===== src/hdl/pee_pkg.sv =====
package pee_pkg;

  // Default sizes
  localparam int DEF_BUFFER_LENGTH = 64;
  localparam int DEF_STACK_DEPTH   = 32;

  localparam int WORD_W    = 32;
  localparam int CHAR_W    = 8;
  localparam int DIV_STEPS = 32;
  localparam int DIV_CNT_W = 6;

  // Character codes
  localparam logic [CHAR_W-1:0] CH_NUL   = 8'h00;
  localparam logic [CHAR_W-1:0] CH_PLUS  = 8'h2B;
  localparam logic [CHAR_W-1:0] CH_MINUS = 8'h2D;
  localparam logic [CHAR_W-1:0] CH_STAR  = 8'h2A;
  localparam logic [CHAR_W-1:0] CH_SLASH = 8'h2F;
  localparam logic [CHAR_W-1:0] CH_PCT   = 8'h25;
  localparam logic [CHAR_W-1:0] CH_DIG0  = 8'h30;
  localparam logic [CHAR_W-1:0] CH_DIG9  = 8'h39;

  // One accepted input beat
  typedef struct packed {
    logic              valid;
    logic [CHAR_W-1:0] code;
    logic              last;
  } ld_beat_t;

  // Finished result
  typedef struct packed {
    logic [WORD_W-1:0] value;
    logic              div0;
    logic              full;
    logic              trunc;
  } res_t;

  // Divider request / response
  typedef struct packed {
    logic              start;
    logic [WORD_W-1:0] dividend;
    logic [WORD_W-1:0] divisor;
  } div_req_t;

  typedef struct packed {
    logic              done;
    logic [WORD_W-1:0] quotient;
    logic [WORD_W-1:0] remainder;
  } div_rsp_t;

endpackage


===== src/hdl/pee_div.sv =====
module pee_div (
  input  logic               clk,
  input  logic               rst_n,
  input  pee_pkg::div_req_t  req,
  output pee_pkg::div_rsp_t  rsp
);

  logic                            busy_r, busy_nxt;
  logic [pee_pkg::DIV_CNT_W-1:0]   cnt_r, cnt_nxt;
  logic [pee_pkg::WORD_W-1:0]      q_r, q_nxt;
  logic [pee_pkg::WORD_W-1:0]      r_r, r_nxt;
  logic [pee_pkg::WORD_W-1:0]      dvs_r, dvs_nxt;
  logic                            negq_r, negq_nxt;
  logic                            negr_r, negr_nxt;
  logic [pee_pkg::WORD_W:0]        shifted;
  logic [pee_pkg::WORD_W:0]        diff;
  logic [pee_pkg::WORD_W-1:0]      a_mag;
  logic [pee_pkg::WORD_W-1:0]      b_mag;

  // Magnitudes of the signed operands
  assign a_mag = req.dividend[pee_pkg::WORD_W-1] ? (~req.dividend + 1'b1) : req.dividend;
  assign b_mag = req.divisor[pee_pkg::WORD_W-1]  ? (~req.divisor + 1'b1)  : req.divisor;

  // One restoring step per cycle
  assign shifted = {r_r, q_r[pee_pkg::WORD_W-1]};
  assign diff    = shifted - {1'b0, dvs_r};

  always_comb begin
    busy_nxt = busy_r;
    cnt_nxt  = cnt_r;
    q_nxt    = q_r;
    r_nxt    = r_r;
    dvs_nxt  = dvs_r;
    negq_nxt = negq_r;
    negr_nxt = negr_r;
    if (req.start) begin
      busy_nxt = 1'b1;
      cnt_nxt  = pee_pkg::DIV_CNT_W'(pee_pkg::DIV_STEPS);
      q_nxt    = a_mag;
      r_nxt    = '0;
      dvs_nxt  = b_mag;
      negq_nxt = req.dividend[pee_pkg::WORD_W-1] ^ req.divisor[pee_pkg::WORD_W-1];
      negr_nxt = req.dividend[pee_pkg::WORD_W-1];
    end else if (busy_r) begin
      if (cnt_r == '0) begin
        busy_nxt = 1'b0;
      end else begin
        cnt_nxt = cnt_r - 1'b1;
        if (!diff[pee_pkg::WORD_W]) begin
          r_nxt = diff[pee_pkg::WORD_W-1:0];
          q_nxt = {q_r[pee_pkg::WORD_W-2:0], 1'b1};
        end else begin
          r_nxt = shifted[pee_pkg::WORD_W-1:0];
          q_nxt = {q_r[pee_pkg::WORD_W-2:0], 1'b0};
        end
      end
    end
  end

  always_ff @(posedge clk) begin
    if (!rst_n) begin
      busy_r <= 1'b0;
      cnt_r  <= '0;
    end else begin
      busy_r <= busy_nxt;
      cnt_r  <= cnt_nxt;
    end
  end

  always_ff @(posedge clk) begin
    q_r    <= q_nxt;
    r_r    <= r_nxt;
    dvs_r  <= dvs_nxt;
    negq_r <= negq_nxt;
    negr_r <= negr_nxt;
  end

  // Sign fix on the way out; valid in the done cycle
  assign rsp.done      = busy_r && (cnt_r == '0);
  assign rsp.quotient  = negq_r ? (~q_r + 1'b1) : q_r;
  assign rsp.remainder = negr_r ? (~r_r + 1'b1) : r_r;

endmodule


===== src/hdl/pee_core.sv =====
module pee_core #(
  parameter int BUFFER_LENGTH = pee_pkg::DEF_BUFFER_LENGTH,
  parameter int STACK_DEPTH   = pee_pkg::DEF_STACK_DEPTH
) (
  input  logic               clk,
  input  logic               rst_n,
  input  pee_pkg::ld_beat_t  ld,
  output logic               ld_ready,
  output logic               res_valid,
  output pee_pkg::res_t      res,
  input  logic               res_take
);

  localparam int BAW  = $clog2(BUFFER_LENGTH);
  localparam int CW   = BAW + 1;
  localparam int SAW  = $clog2(STACK_DEPTH);
  localparam int SPW  = SAW + 1;
  localparam int W    = pee_pkg::WORD_W;
  localparam logic [CW-1:0]  BL_C = CW'(BUFFER_LENGTH);
  localparam logic [SPW-1:0] SD_C = SPW'(STACK_DEPTH);

  typedef enum logic [10:0] {
    S_LOAD = 11'b00000000001,
    S_RD   = 11'b00000000010,
    S_CHR  = 11'b00000000100,
    S_POPA = 11'b00000001000,
    S_POPB = 11'b00000010000,
    S_OP   = 11'b00000100000,
    S_DIV  = 11'b00001000000,
    S_PUSH = 11'b00010000000,
    S_FIN  = 11'b00100000000,
    S_TOP  = 11'b01000000000,
    S_OUT  = 11'b10000000000
  } state_t;

  state_t                    state_r, state_nxt;
  logic [CW-1:0]             cnt_r, cnt_nxt;
  logic [CW-1:0]             idx_r, idx_nxt;
  logic [SPW-1:0]            sp_r, sp_nxt;
  logic                      ended_r, ended_nxt;
  logic                      pend_r, pend_nxt;
  logic                      div0_r, div0_nxt;
  logic                      full_r, full_nxt;
  logic                      trunc_r, trunc_nxt;
  logic                      avld_r, avld_nxt;
  logic                      bvld_r, bvld_nxt;
  logic [W-1:0]              acc_r, acc_nxt;
  logic [W-1:0]              place_r, place_nxt;
  logic [W-1:0]              a_r, a_nxt;
  logic [W-1:0]              res_r, res_nxt;

  // Buffer memory
  logic [pee_pkg::CHAR_W-1:0] buf_mem [BUFFER_LENGTH];
  logic                       buf_we;
  logic [BAW-1:0]             buf_wa;
  logic                       buf_re;
  logic [BAW-1:0]             buf_ra;
  logic [pee_pkg::CHAR_W-1:0] buf_q;

  // Stack memory
  logic [W-1:0]               stk_mem [STACK_DEPTH];
  logic                       stk_we;
  logic [SAW-1:0]             stk_wa;
  logic [W-1:0]               stk_wd;
  logic                       stk_re;
  logic [SAW-1:0]             stk_ra;
  logic [W-1:0]               stk_q;

  logic                       push_en;
  logic [W-1:0]               push_val;
  logic [CW-1:0]              idx_m1;
  logic [SPW-1:0]             sp_m1;
  logic                       is_digit;
  logic                       is_op;
  logic                       is_divop;
  logic [W+3:0]               dig_prod;
  logic [W-1:0]               b_val;

  pee_pkg::div_req_t          div_req;
  pee_pkg::div_rsp_t          div_rsp;

  pee_div u_div (
    .clk   (clk),
    .rst_n (rst_n),
    .req   (div_req),
    .rsp   (div_rsp)
  );

  // Handshakes follow the state only
  assign ld_ready  = (state_r == S_LOAD);
  assign res_valid = (state_r == S_OUT);

  // Character decode on the registered buffer read
  assign is_digit = (buf_q >= pee_pkg::CH_DIG0) && (buf_q <= pee_pkg::CH_DIG9);
  assign is_divop = (buf_q == pee_pkg::CH_SLASH) || (buf_q == pee_pkg::CH_PCT);
  assign is_op    = (buf_q == pee_pkg::CH_PLUS) || (buf_q == pee_pkg::CH_MINUS) ||
                    (buf_q == pee_pkg::CH_STAR) || is_divop;
  assign dig_prod = place_r * buf_q[3:0];
  assign idx_m1   = idx_r - 1'b1;
  assign sp_m1    = sp_r - 1'b1;
  assign b_val    = bvld_r ? stk_q : '0;

  // Sequencer
  always_comb begin
    state_nxt = state_r;
    cnt_nxt   = cnt_r;
    idx_nxt   = idx_r;
    sp_nxt    = sp_r;
    ended_nxt = ended_r;
    pend_nxt  = pend_r;
    div0_nxt  = div0_r;
    full_nxt  = full_r;
    trunc_nxt = trunc_r;
    avld_nxt  = avld_r;
    bvld_nxt  = bvld_r;
    acc_nxt   = acc_r;
    place_nxt = place_r;
    a_nxt     = a_r;
    res_nxt   = res_r;
    buf_we    = 1'b0;
    buf_wa    = cnt_r[BAW-1:0];
    buf_re    = 1'b0;
    buf_ra    = idx_m1[BAW-1:0];
    stk_re    = 1'b0;
    stk_ra    = sp_m1[SAW-1:0];
    push_en   = 1'b0;
    push_val  = acc_r;
    div_req.start    = 1'b0;
    div_req.dividend = a_r;
    div_req.divisor  = b_val;

    unique case (state_r)
      S_LOAD: begin
        if (ld.valid) begin
          if (!ended_r) begin
            if (ld.code == pee_pkg::CH_NUL) begin
              ended_nxt = 1'b1;
            end else if (cnt_r < BL_C) begin
              buf_we  = 1'b1;
              cnt_nxt = cnt_r + 1'b1;
            end else begin
              trunc_nxt = 1'b1;
            end
          end
          if (ld.last) begin
            idx_nxt   = cnt_nxt;
            state_nxt = S_RD;
          end
        end
      end
      S_RD: begin
        if (idx_r == '0) begin
          state_nxt = S_FIN;
        end else begin
          buf_re    = 1'b1;
          idx_nxt   = idx_m1;
          state_nxt = S_CHR;
        end
      end
      S_CHR: begin
        if (is_digit) begin
          acc_nxt   = acc_r + dig_prod[W-1:0];
          place_nxt = (place_r << 3) + (place_r << 1);
          pend_nxt  = 1'b1;
          state_nxt = S_RD;
        end else begin
          if (pend_r) begin
            push_en   = 1'b1;
            acc_nxt   = '0;
            place_nxt = W'(1);
            pend_nxt  = 1'b0;
          end
          state_nxt = is_op ? S_POPA : S_RD;
        end
      end
      S_POPA: begin
        avld_nxt = (sp_r != '0);
        if (sp_r != '0) begin
          stk_re = 1'b1;
          sp_nxt = sp_m1;
        end
        state_nxt = S_POPB;
      end
      S_POPB: begin
        a_nxt    = avld_r ? stk_q : '0;
        bvld_nxt = (sp_r != '0);
        if (sp_r != '0) begin
          stk_re = 1'b1;
          sp_nxt = sp_m1;
        end
        state_nxt = S_OP;
      end
      S_OP: begin
        state_nxt = S_PUSH;
        priority if (buf_q == pee_pkg::CH_PLUS) begin
          res_nxt = a_r + b_val;
        end else if (buf_q == pee_pkg::CH_MINUS) begin
          res_nxt = a_r - b_val;
        end else if (buf_q == pee_pkg::CH_STAR) begin
          res_nxt = a_r * b_val;
        end else if (b_val == '0) begin
          div0_nxt = 1'b1;
          res_nxt  = '0;
        end else begin
          div_req.start = 1'b1;
          state_nxt     = S_DIV;
        end
      end
      S_DIV: begin
        if (div_rsp.done) begin
          res_nxt   = (buf_q == pee_pkg::CH_SLASH) ? div_rsp.quotient : div_rsp.remainder;
          state_nxt = S_PUSH;
        end
      end
      S_PUSH: begin
        push_en   = 1'b1;
        push_val  = res_r;
        state_nxt = S_RD;
      end
      S_FIN: begin
        if (pend_r) begin
          push_en   = 1'b1;
          acc_nxt   = '0;
          place_nxt = W'(1);
          pend_nxt  = 1'b0;
        end
        state_nxt = S_TOP;
      end
      S_TOP: begin
        if (sp_r != '0) begin
          stk_re = 1'b1;
        end
        state_nxt = S_OUT;
      end
      S_OUT: begin
        if (res_take) begin
          cnt_nxt   = '0;
          idx_nxt   = '0;
          sp_nxt    = '0;
          ended_nxt = 1'b0;
          pend_nxt  = 1'b0;
          div0_nxt  = 1'b0;
          full_nxt  = 1'b0;
          trunc_nxt = 1'b0;
          acc_nxt   = '0;
          place_nxt = W'(1);
          state_nxt = S_LOAD;
        end
      end
      default: begin
        state_nxt = S_LOAD;
      end
    endcase

    // Shared push with overflow drop
    stk_we = 1'b0;
    stk_wa = sp_r[SAW-1:0];
    stk_wd = push_val;
    if (push_en) begin
      if (sp_r >= SD_C) begin
        full_nxt = 1'b1;
      end else begin
        stk_we = 1'b1;
        sp_nxt = sp_r + 1'b1;
      end
    end
  end

  // Result bundle
  assign res.value = (sp_r != '0) ? stk_q : '0;
  assign res.div0  = div0_r;
  assign res.full  = full_r;
  assign res.trunc = trunc_r;

  // Control state
  always_ff @(posedge clk) begin
    if (!rst_n) begin
      state_r <= S_LOAD;
      cnt_r   <= '0;
      idx_r   <= '0;
      sp_r    <= '0;
      ended_r <= 1'b0;
      pend_r  <= 1'b0;
      div0_r  <= 1'b0;
      full_r  <= 1'b0;
      trunc_r <= 1'b0;
      avld_r  <= 1'b0;
      bvld_r  <= 1'b0;
      acc_r   <= '0;
      place_r <= W'(1);
    end else begin
      state_r <= state_nxt;
      cnt_r   <= cnt_nxt;
      idx_r   <= idx_nxt;
      sp_r    <= sp_nxt;
      ended_r <= ended_nxt;
      pend_r  <= pend_nxt;
      div0_r  <= div0_nxt;
      full_r  <= full_nxt;
      trunc_r <= trunc_nxt;
      avld_r  <= avld_nxt;
      bvld_r  <= bvld_nxt;
      acc_r   <= acc_nxt;
      place_r <= place_nxt;
    end
  end

  // Operand and result registers
  always_ff @(posedge clk) begin
    a_r   <= a_nxt;
    res_r <= res_nxt;
  end

  // Expression buffer: one write, one registered read
  always_ff @(posedge clk) begin
    if (buf_we) begin
      buf_mem[buf_wa] <= ld.code;
    end
    if (buf_re) begin
      buf_q <= buf_mem[buf_ra];
    end
  end

  // Operand stack: one write, one registered read
  always_ff @(posedge clk) begin
    if (stk_we) begin
      stk_mem[stk_wa] <= stk_wd;
    end
    if (stk_re) begin
      stk_q <= stk_mem[stk_ra];
    end
  end

  // Checks
  a_sp_bound: assert property (@(posedge clk) disable iff (!rst_n)
    sp_r <= SD_C)
    else $error("stack pointer beyond depth");

  a_cnt_bound: assert property (@(posedge clk) disable iff (!rst_n)
    cnt_r <= BL_C)
    else $error("byte count beyond buffer");

  a_div_nonzero: assert property (@(posedge clk) disable iff (!rst_n)
    div_req.start |-> (div_req.divisor != '0))
    else $error("divider started with zero divisor");

  a_clear_after_take: assert property (@(posedge clk) disable iff (!rst_n)
    (res_valid && res_take) |=> (cnt_r == '0) && (sp_r == '0) && !ended_r)
    else $error("state not cleared after result");

  a_push_no_overflow: assert property (@(posedge clk) disable iff (!rst_n)
    (push_en && (sp_r >= SD_C)) |=> full_r)
    else $error("dropped push not flagged");

endmodule


===== src/hdl/prefix_expression_evaluator_top.sv =====
// Prefix expression evaluator.
// Input stream: one ASCII byte per beat on in_tdata, in_tlast on the final
// byte. Bytes are stored in an expression buffer at one beat per cycle; a zero
// byte ends the expression and later bytes up to the tlast beat are ignored.
// The tlast beat starts evaluation: the buffer is walked from its end with an
// operand stack held in a synchronous memory. in_tready is low while this runs.
// Evaluation takes each stored byte through a read state and a decode state;
// an operator then pops two operands, computes and pushes the result, and / or
// % with a nonzero divisor also waits for the 32-step iterative divider. A
// number is pushed when the walk reaches the non-digit byte that ends it. After
// the walk a pending number is pushed and the stack top is read as the result.
// Output stream: one beat per expression, value on out_tdata and the three
// error flags on out_tuser. The result sits in an output register; a stalled
// receiver does not block loading of the next expression, only the end of its
// evaluation, which waits until the register is free.
// Reset: synchronous, active low; the block comes up empty and ready for
// bytes. Buffer and stack memories need no clearing.
module prefix_expression_evaluator_top #(
  parameter int BUFFER_LENGTH = pee_pkg::DEF_BUFFER_LENGTH,
  parameter int STACK_DEPTH   = pee_pkg::DEF_STACK_DEPTH
) (
  input  logic        clk,
  input  logic        rst_n,
  input  logic        in_tvalid,
  output logic        in_tready,
  input  logic [7:0]  in_tdata,   // [7:0] char_code
  input  logic        in_tlast,
  output logic        out_tvalid,
  input  logic        out_tready,
  output logic [31:0] out_tdata,  // [31:0] value
  output logic [2:0]  out_tuser   // [0] divide_by_zero, [1] stack_full, [2] truncated
);

  pee_pkg::ld_beat_t ld;
  pee_pkg::res_t     res;
  logic              ld_ready;
  logic              res_valid;
  logic              res_take;
  logic              out_tvalid_r;
  logic [31:0]       out_tdata_r;
  logic [2:0]        out_tuser_r;

  // Input beat; the core only looks at it while ready
  assign in_tready = ld_ready;
  assign ld.valid  = in_tvalid;
  assign ld.code   = in_tdata;
  assign ld.last   = in_tlast;

  // Output register takes a result when empty or being drained
  assign res_take = res_valid && (!out_tvalid_r || out_tready);

  pee_core #(
    .BUFFER_LENGTH (BUFFER_LENGTH),
    .STACK_DEPTH   (STACK_DEPTH)
  ) u_core (
    .clk       (clk),
    .rst_n     (rst_n),
    .ld        (ld),
    .ld_ready  (ld_ready),
    .res_valid (res_valid),
    .res       (res),
    .res_take  (res_take)
  );

  always_ff @(posedge clk) begin
    if (!rst_n) begin
      out_tvalid_r <= 1'b0;
    end else if (res_take) begin
      out_tvalid_r <= 1'b1;
    end else if (out_tready) begin
      out_tvalid_r <= 1'b0;
    end
  end

  always_ff @(posedge clk) begin
    if (res_take) begin
      out_tdata_r <= res.value;
      out_tuser_r <= {res.trunc, res.full, res.div0};
    end
  end

  assign out_tvalid = out_tvalid_r;
  assign out_tdata  = out_tdata_r;
  assign out_tuser  = out_tuser_r;

endmodule


===== config.mk =====
export PLATFORM = sky130hd
export DESIGN_NAME = prefix_expression_evaluator_top
export DESIGN_NICKNAME = d
export VERILOG_FILES = /design/src/hdl/pee_pkg.sv /design/src/hdl/pee_div.sv /design/src/hdl/pee_core.sv /design/src/hdl/prefix_expression_evaluator_top.sv
export SDC_FILE = /design/constraint.sdc
export NUM_CORES = 2
export LEC_CHECK = 0
export BUFFER_PORTS_ARGS = -buffer_cell sky130_fd_sc_hd__buf_2
export CORE_UTILIZATION = 35
export CTS_CLUSTER_DIAMETER = 40
export DETAILED_ROUTE_END_ITERATION = 10
export GPL_TIMING_DRIVEN = 1
export PLACE_DENSITY = 0.61
export SLEW_MARGIN = 20
export SYNTH_ARGS = -nofsm -noshare
export SYNTH_HDL_FRONTEND = slang
export SYNTH_SLANG_ARGS = --single-unit

===== constraint.sdc =====
create_clock -name clk -period 18.57 [get_ports clk]
set_input_delay 1.857 -clock clk [delete_from_list [all_inputs] [get_ports clk]]
set_output_delay 1.857 -clock clk [all_outputs]
set_load 0.03 [all_outputs]

Word level (Yosys, flattened, before mapping). Memory sizes are Yosys's and may differ from the RTL's. A register that Yosys moved wholly into a read port is not among the register bits. Index checks and enable logic that the tools add are counted.

Add/sub/neg operators: 14. Multiply operators: 2. $lt $le $gt $ge: 4. Eq/ne operators: 30. Mux-type cells: 105. Bitwise operators: 7. Reduce and logical (&&, ||, !) cells: 33.

Operator list (count): 32-bit two-way mux (21); 32-bit one-hot mux with 3 select lines (2); 32-bit by 1-bit adder with 32-bit output, second input constant (4); 32-bit NOT (4); 11-bit one-hot mux with 11 select lines (1); 32-bit adder (3); 11-bit two-way mux (8); 32-bit one-hot mux with 2 select lines (1); 7-bit two-way mux (8); 1-bit two-way mux (45); 6-bit two-way mux (7); 8-bit by 6-bit equality test with 1-bit output, second input constant (5); 33-bit by 32-bit subtractor with 33-bit output (1); 32-bit logical NOT (1); 32-bit by 32-bit multiplier with 32-bit output (1); 32-bit by 4-bit multiplier with 32-bit output (1); 32-bit subtractor (1); 31-bit two-way mux (1); 7-bit one-hot mux with 3 select lines (1); 2-bit inequality test, second input constant (8); 7-bit one-hot mux with 2 select lines (1); 6-bit one-hot mux with 2 select lines (1); 6-bit AND reduction (2); 6-bit by 1-bit subtractor with 6-bit output, second input constant (2); 42 further kinds (65).

Flip-flop bits (word level): 307. Memory bits (writable): 1536. Input bits: 13. Output and inout bits: 37. Memories kept: 2.

Memories: u_core.stk_mem (depth 32, width 32, rd ports 1, clocked after Yosys merged registers in 1, wr ports 1, line pee_core.sv:61) `logic [W-1:0] stk_mem [STACK_DEPTH];`; u_core.buf_mem (depth 64, width 8, rd ports 1, clocked after Yosys merged registers in 1, wr ports 1, line pee_core.sv:53) `logic [pee_pkg::CHAR_W-1:0] buf_mem [BUFFER_LENGTH];`.

Logic depth before layout (Yosys ltp).
Depth in word-level cells: 9. Depth in mapped cells: 35. Gate-level depth less buffers: 28.

Cells and area by module. A second synthesis with hierarchy kept.

Cells, all modules: 7286. Area, all modules: 102236.8 um2.

By module, submodules not included: pee_core (times used 1, cells an instance 6245, area each 92742.7 um2); pee_div (times used 1, cells an instance 1002, area each 8395.6 um2); prefix_expression_evaluator_top (times used 1, cells an instance 39, area each 1098.6 um2).

Worst setup path after synthesis. No wires, ideal clock.

Path type: reg2reg. From: reg u_core.bvld_r. To: reg u_core.res_r[30], data pin. Arrival: 8278 ps. Data required time: 18307 ps. Slack: 10029 ps. Stages on the path, launching flop included: 33. Buffers on the path: 8. Period minus slack after synthesis: 8541 ps. Path through: dfxtp_1 > clkbuf_1 > clkbuf_1 > clkbuf_1 > clkbuf_1 > clkbuf_1 > clkbuf_1 > clkbuf_1 > and3_1 > fa_1 > fa_1 > fa_1 > inv_1 > fa_1 > inv_1 > fa_1 > inv_1 > fa_1 > inv_1 > fa_1 > fa_1 > ha_1 > clkbuf_1 > nand3_1 > a211oi_1 > nor2_1 > o21ai_0 > a21oi_1 > a21boi_0 > o21ai_0 > a211o_1 > nor3_1 > a21oi_1.

Cells in the longest elaborated chain, start to end: 6.

RTL lines: from (decl) (line pee_core.sv:46) `logic bvld_r, bvld_nxt;`; from (signal assigned) (line pee_core.sv:302) `bvld_r <= bvld_nxt;`; 32-bit two-way mux * (line pee_core.sv:101) `assign b_val = bvld_r ? stk_q : '0;`; 32-bit by 32-bit multiplier with 32-bit output (line pee_core.sv:200) `res_nxt = a_r * b_val;`; 32-bit two-way mux (line pee_core.sv:199) `end else if (buf_q == pee_pkg::CH_STAR) begin`; 32-bit two-way mux (line pee_core.sv:197) `end else if (buf_q == pee_pkg::CH_MINUS) begin`; 32-bit two-way mux * (line pee_core.sv:195) `priority if (buf_q == pee_pkg::CH_PLUS) begin`; 32-bit one-hot mux with 2 select lines * (line pee_core.sv:132) `unique case (state_r)`; via u_core.res_nxt[30] (line pee_core.sv:50) `logic [W-1:0] res_r, res_nxt;`; to (signal assigned) (line pee_core.sv:311) `res_r <= res_nxt;`; to (decl) (line pee_core.sv:50).

Mark *: on every way through the listed nets, which the timed path passes. The rest lies on a longest branch. A chain may end at the register's enable or synchronous reset.

Final worst setup path.
From: reg u_core.bvld_r. To: reg u_core.res_r[28], data pin.

Same word-level chain as after synthesis.

==> impl_metrics.ini <==
[status]
outcome = finished clean

[setup_path]
slowest_stage = dfxtp_4
crit_top_cell = fa_1
worst-path-max-fanout = 94
end_kind = flip-flop
crit_required_ns = 19.16
slowest_delay_ns = 0.73
worstPathArrival_ns = 10.48
path_class = reg2reg
start_kind = flip-flop

[clocking]
path_clk_slew_ns = 0.05
cts_tree = yes
clock_latency_ns = 0.93
post_cts_resize_count = 0
h-tree-depth = 4
numCtsBuffers = 235
cts-root-buf = clkbuf_16
holdBufCountCts = 0
cts_setup_buffers = 0
cts_max_path_buffers = 4
cts_num_sinks = 1883

[drt]
drc = 0
detail-route-antenna-nets = 0
viasPerCell = 5.54
wl_per_cell_microns = 25.8
firstDrtPassIters = 8
drt-initial-drc-count = 6469
vias = 62200
wirelength_mm = 289

[logic_synthesis]
synth_fp_nets = 8039
synth_cell_type_count = 80
async_flop_share = 0
ys_warn_count = 0
avgSynthCellArea_sq_um = 14.0
synth_cells = 7233
syn_area_sq_um = 101000
ys_seq_area_frac = 0.543
synth_flop_cell = edfxtp_1
synth_edf_count = 1741
ys_ff_latch = 1883

[flow_run]
maxCapViolCount = 0

[placement]
placed_area_sq_um = 106000
post-dp-hpwl_mm = 186
portBuffers = 49
dp_cells = 10800
place_congestion = 0.940

[power]
power_per_cell_area_nw_per_um2 = 90.2
vdd_drop_max_mv = 0.0882
total_leakage_power_nw = 41.3
fin_total_pwr_w = 0.0103

[sta]
timing.fmax_ghz = 0.101
fin_hold_ws_ns = 0.430
setup_viol = 0
tns_ns = 0
tightest_slew_ns = 1.23
final_max_slew_viol_count = 0
hold_viol_final = 0
period_share = 0.533
grt_setup_unrepaired = no
fin_crit_ns = 9.90
slew_headroom = 0.181
fin_worst_skew_ns = 0.126

[finish]
design_area_sq_um = 114000
layout.cells.non_filler = 11200
drive_above_1_share = 0.163
nets = 8052
area_delta_synth_final_pct = 12.7

[grt]
grt_pass1_wl_mm = 429
grt_max_degree = 137
overflow = 0
grt_usage = 0.197
grt_pass1_vias = 63900
antenna_found_initial = 19

[die]
initial_core_util = 0.352
ios = 50
die-area_sq_um = 292000
die_w_microns = 540
die_h_microns = 540
core.rowCount = 197
core_sq_um = 288000

[worst_hold_path]
hp-class = reg2reg
[routing by layer]
metal	part of all wire	global-route usage	wire, microns
met5	0.00028	0	80
met3	0.074	0.0350	21300
met1	0.40	0.257	117000
met4	0.042	0.0779	12100
met2	0.48	0.325	139000
[sequential cells by signal, summed over array words and instances, names as in the netlist, 6 cells and up]
| register | count |
|---|---|
| u_core.cnt_r | 7 |
| u_core.state_r | 11 |
| u_core.stk_mem | 1024 |
| u_core.u_div.q_r | 32 |
| u_core.u_div.dvs_r | 32 |
| u_core.place_r | 32 |
| u_core.stk_q | 32 |
| u_core.buf_q | 8 |
| u_core.u_div.r_r | 32 |
| out_tdata | 32 |
| u_core.res_r | 32 |
| u_core.idx_r | 7 |
| u_core.buf_mem | 512 |
| u_core.acc_r | 32 |
| u_core.u_div.cnt_r | 6 |
| u_core.a_r | 32 |
| u_core.sp_r | 6 |
[metrics by stage]
stage	utilization	setup WS, ns
6_report	0.397	8.67
5_1_grt	0.397	8.05
4_1_cts	0.397	8.86
3_5_place_dp	0.369	8.94
3_3_place_gp	0.369	9.06
2_1_floorplan	-	10.03
[kinds of logic (layout without fill, tap and decap cells)]
family / Yosys count / after routing / share of synthesized area
AO/OA/AOI/OAI: 912 / 912 / 0.0566
XOR/XNOR: 318 / 318 / 0.0274
adder cells (fa/ha/maj): 793 / 793 / 0.135
buffers and inverters: 998 / 1199 / 0.0370
flip-flops: 1883 / 1883 / 0.543
multiplexers: 572 / 572 / 0.117
other: 0 / 9 / 0
AND/OR/NAND/NOR: 1757 / 1757 / 0.0836
[critical path: cells and delay by family (launching register included)]
kind / cells / cell delay [ns]
and+or+nand+nor: 3 / 0.60
adders and majority gates: 9 / 4.25
muxes: 1 / 0.25
DFF: 1 / 0.73
buffers and inverters: 6 / 1.60
AOI/OAI and AO/OA: 8 / 2.00
[power breakdown]
group,switching (W),total [W],internal [W]
clock network,0.00187,0.00458,0.00271
registers,0.0000315,0.00464,0.00461
logic,0.000583,0.00109,0.000507
total,0.00248,0.0103,0.00782
[path summary, 6_finish.rpt]
path	start	slack (ns)	cells past startpoint	to
setup / recovery	u_core.bvld_r	8.67	27	u_core.res_r[28]
hold / removal	u_core.full_r	0.43	0	out_tuser[1]
hold reg to reg	u_core.full_r	0.43	0	out_tuser[1]
setup reg to reg	u_core.bvld_r	8.67	27	u_core.res_r[28]
[Yosys cell counts, drive strengths merged (19+ instances only)]
| cell | instances | area (sq um) |
|---|---|---|
| mux4 | 488 | 11000 |
| and3 | 269 | 1690 |
| o31ai | 45 | 338 |
| and2 | 158 | 990 |
| a21oi | 247 | 1240 |
| buf | 48 | 191 |
| nand2 | 573 | 2150 |
| nor2b | 31 | 194 |
| a21o | 71 | 533 |
| dfxtp | 142 | 2840 |
| nand2b | 43 | 269 |
| o41ai | 22 | 193 |
| fa | 498 | 9970 |
| o21bai | 22 | 165 |
| xor2 | 120 | 1050 |
| clkbuf | 370 | 1390 |
| o22ai | 19 | 119 |
| mux2 | 63 | 709 |
| or3 | 32 | 205 |
| inv | 576 | 2160 |
| a211oi | 36 | 270 |
| nor3 | 44 | 220 |
| nor4 | 26 | 163 |
| nand3 | 55 | 275 |
| nor2 | 429 | 1610 |
| mux2i | 21 | 210 |
| edfxtp | 1741 | 52300 |
| o21ai | 243 | 1220 |
| a22oi | 50 | 375 |
| xnor2 | 198 | 1730 |
| or4 | 23 | 188 |
| a31oi | 20 | 125 |
| o21a | 22 | 165 |
| ha | 295 | 3690 |
[cell type report]
type                    count  area (sq um)
flip-flops and latches   1883         55100
well taps                3781          4730
fillers                 26300        174000
clock buffers             259          5980
repair buffers            194          1370
diodes                      9          22.5
multi-input cells        4352         43000
clock inverters           166          1880
inverters                 580          2180
[cell usage in the layout, fill, tap and decap left out, types with 49 or more instances in the layout]
| cell type | n |
|---|---|
| xnor2_1 | 194 |
| edfxtp_1 | 1741 |
| fa_1 | 498 |
| mux2_2 | 63 |
| and3_1 | 267 |
| o21ai_0 | 236 |
| xor2_1 | 117 |
| nand3_1 | 55 |
| dfxtp_1 | 138 |
| buf_4 | 142 |
| nor2_1 | 394 |
| a21o_1 | 71 |
| clkbuf_16 | 235 |
| buf_2 | 49 |
| and2_1 | 155 |
| mux4_2 | 488 |
| a22oi_1 | 50 |
| nand2_1 | 573 |
| a21oi_1 | 247 |
| ha_1 | 293 |
| inv_1 | 573 |
Power figures use the tool's default switching activity.
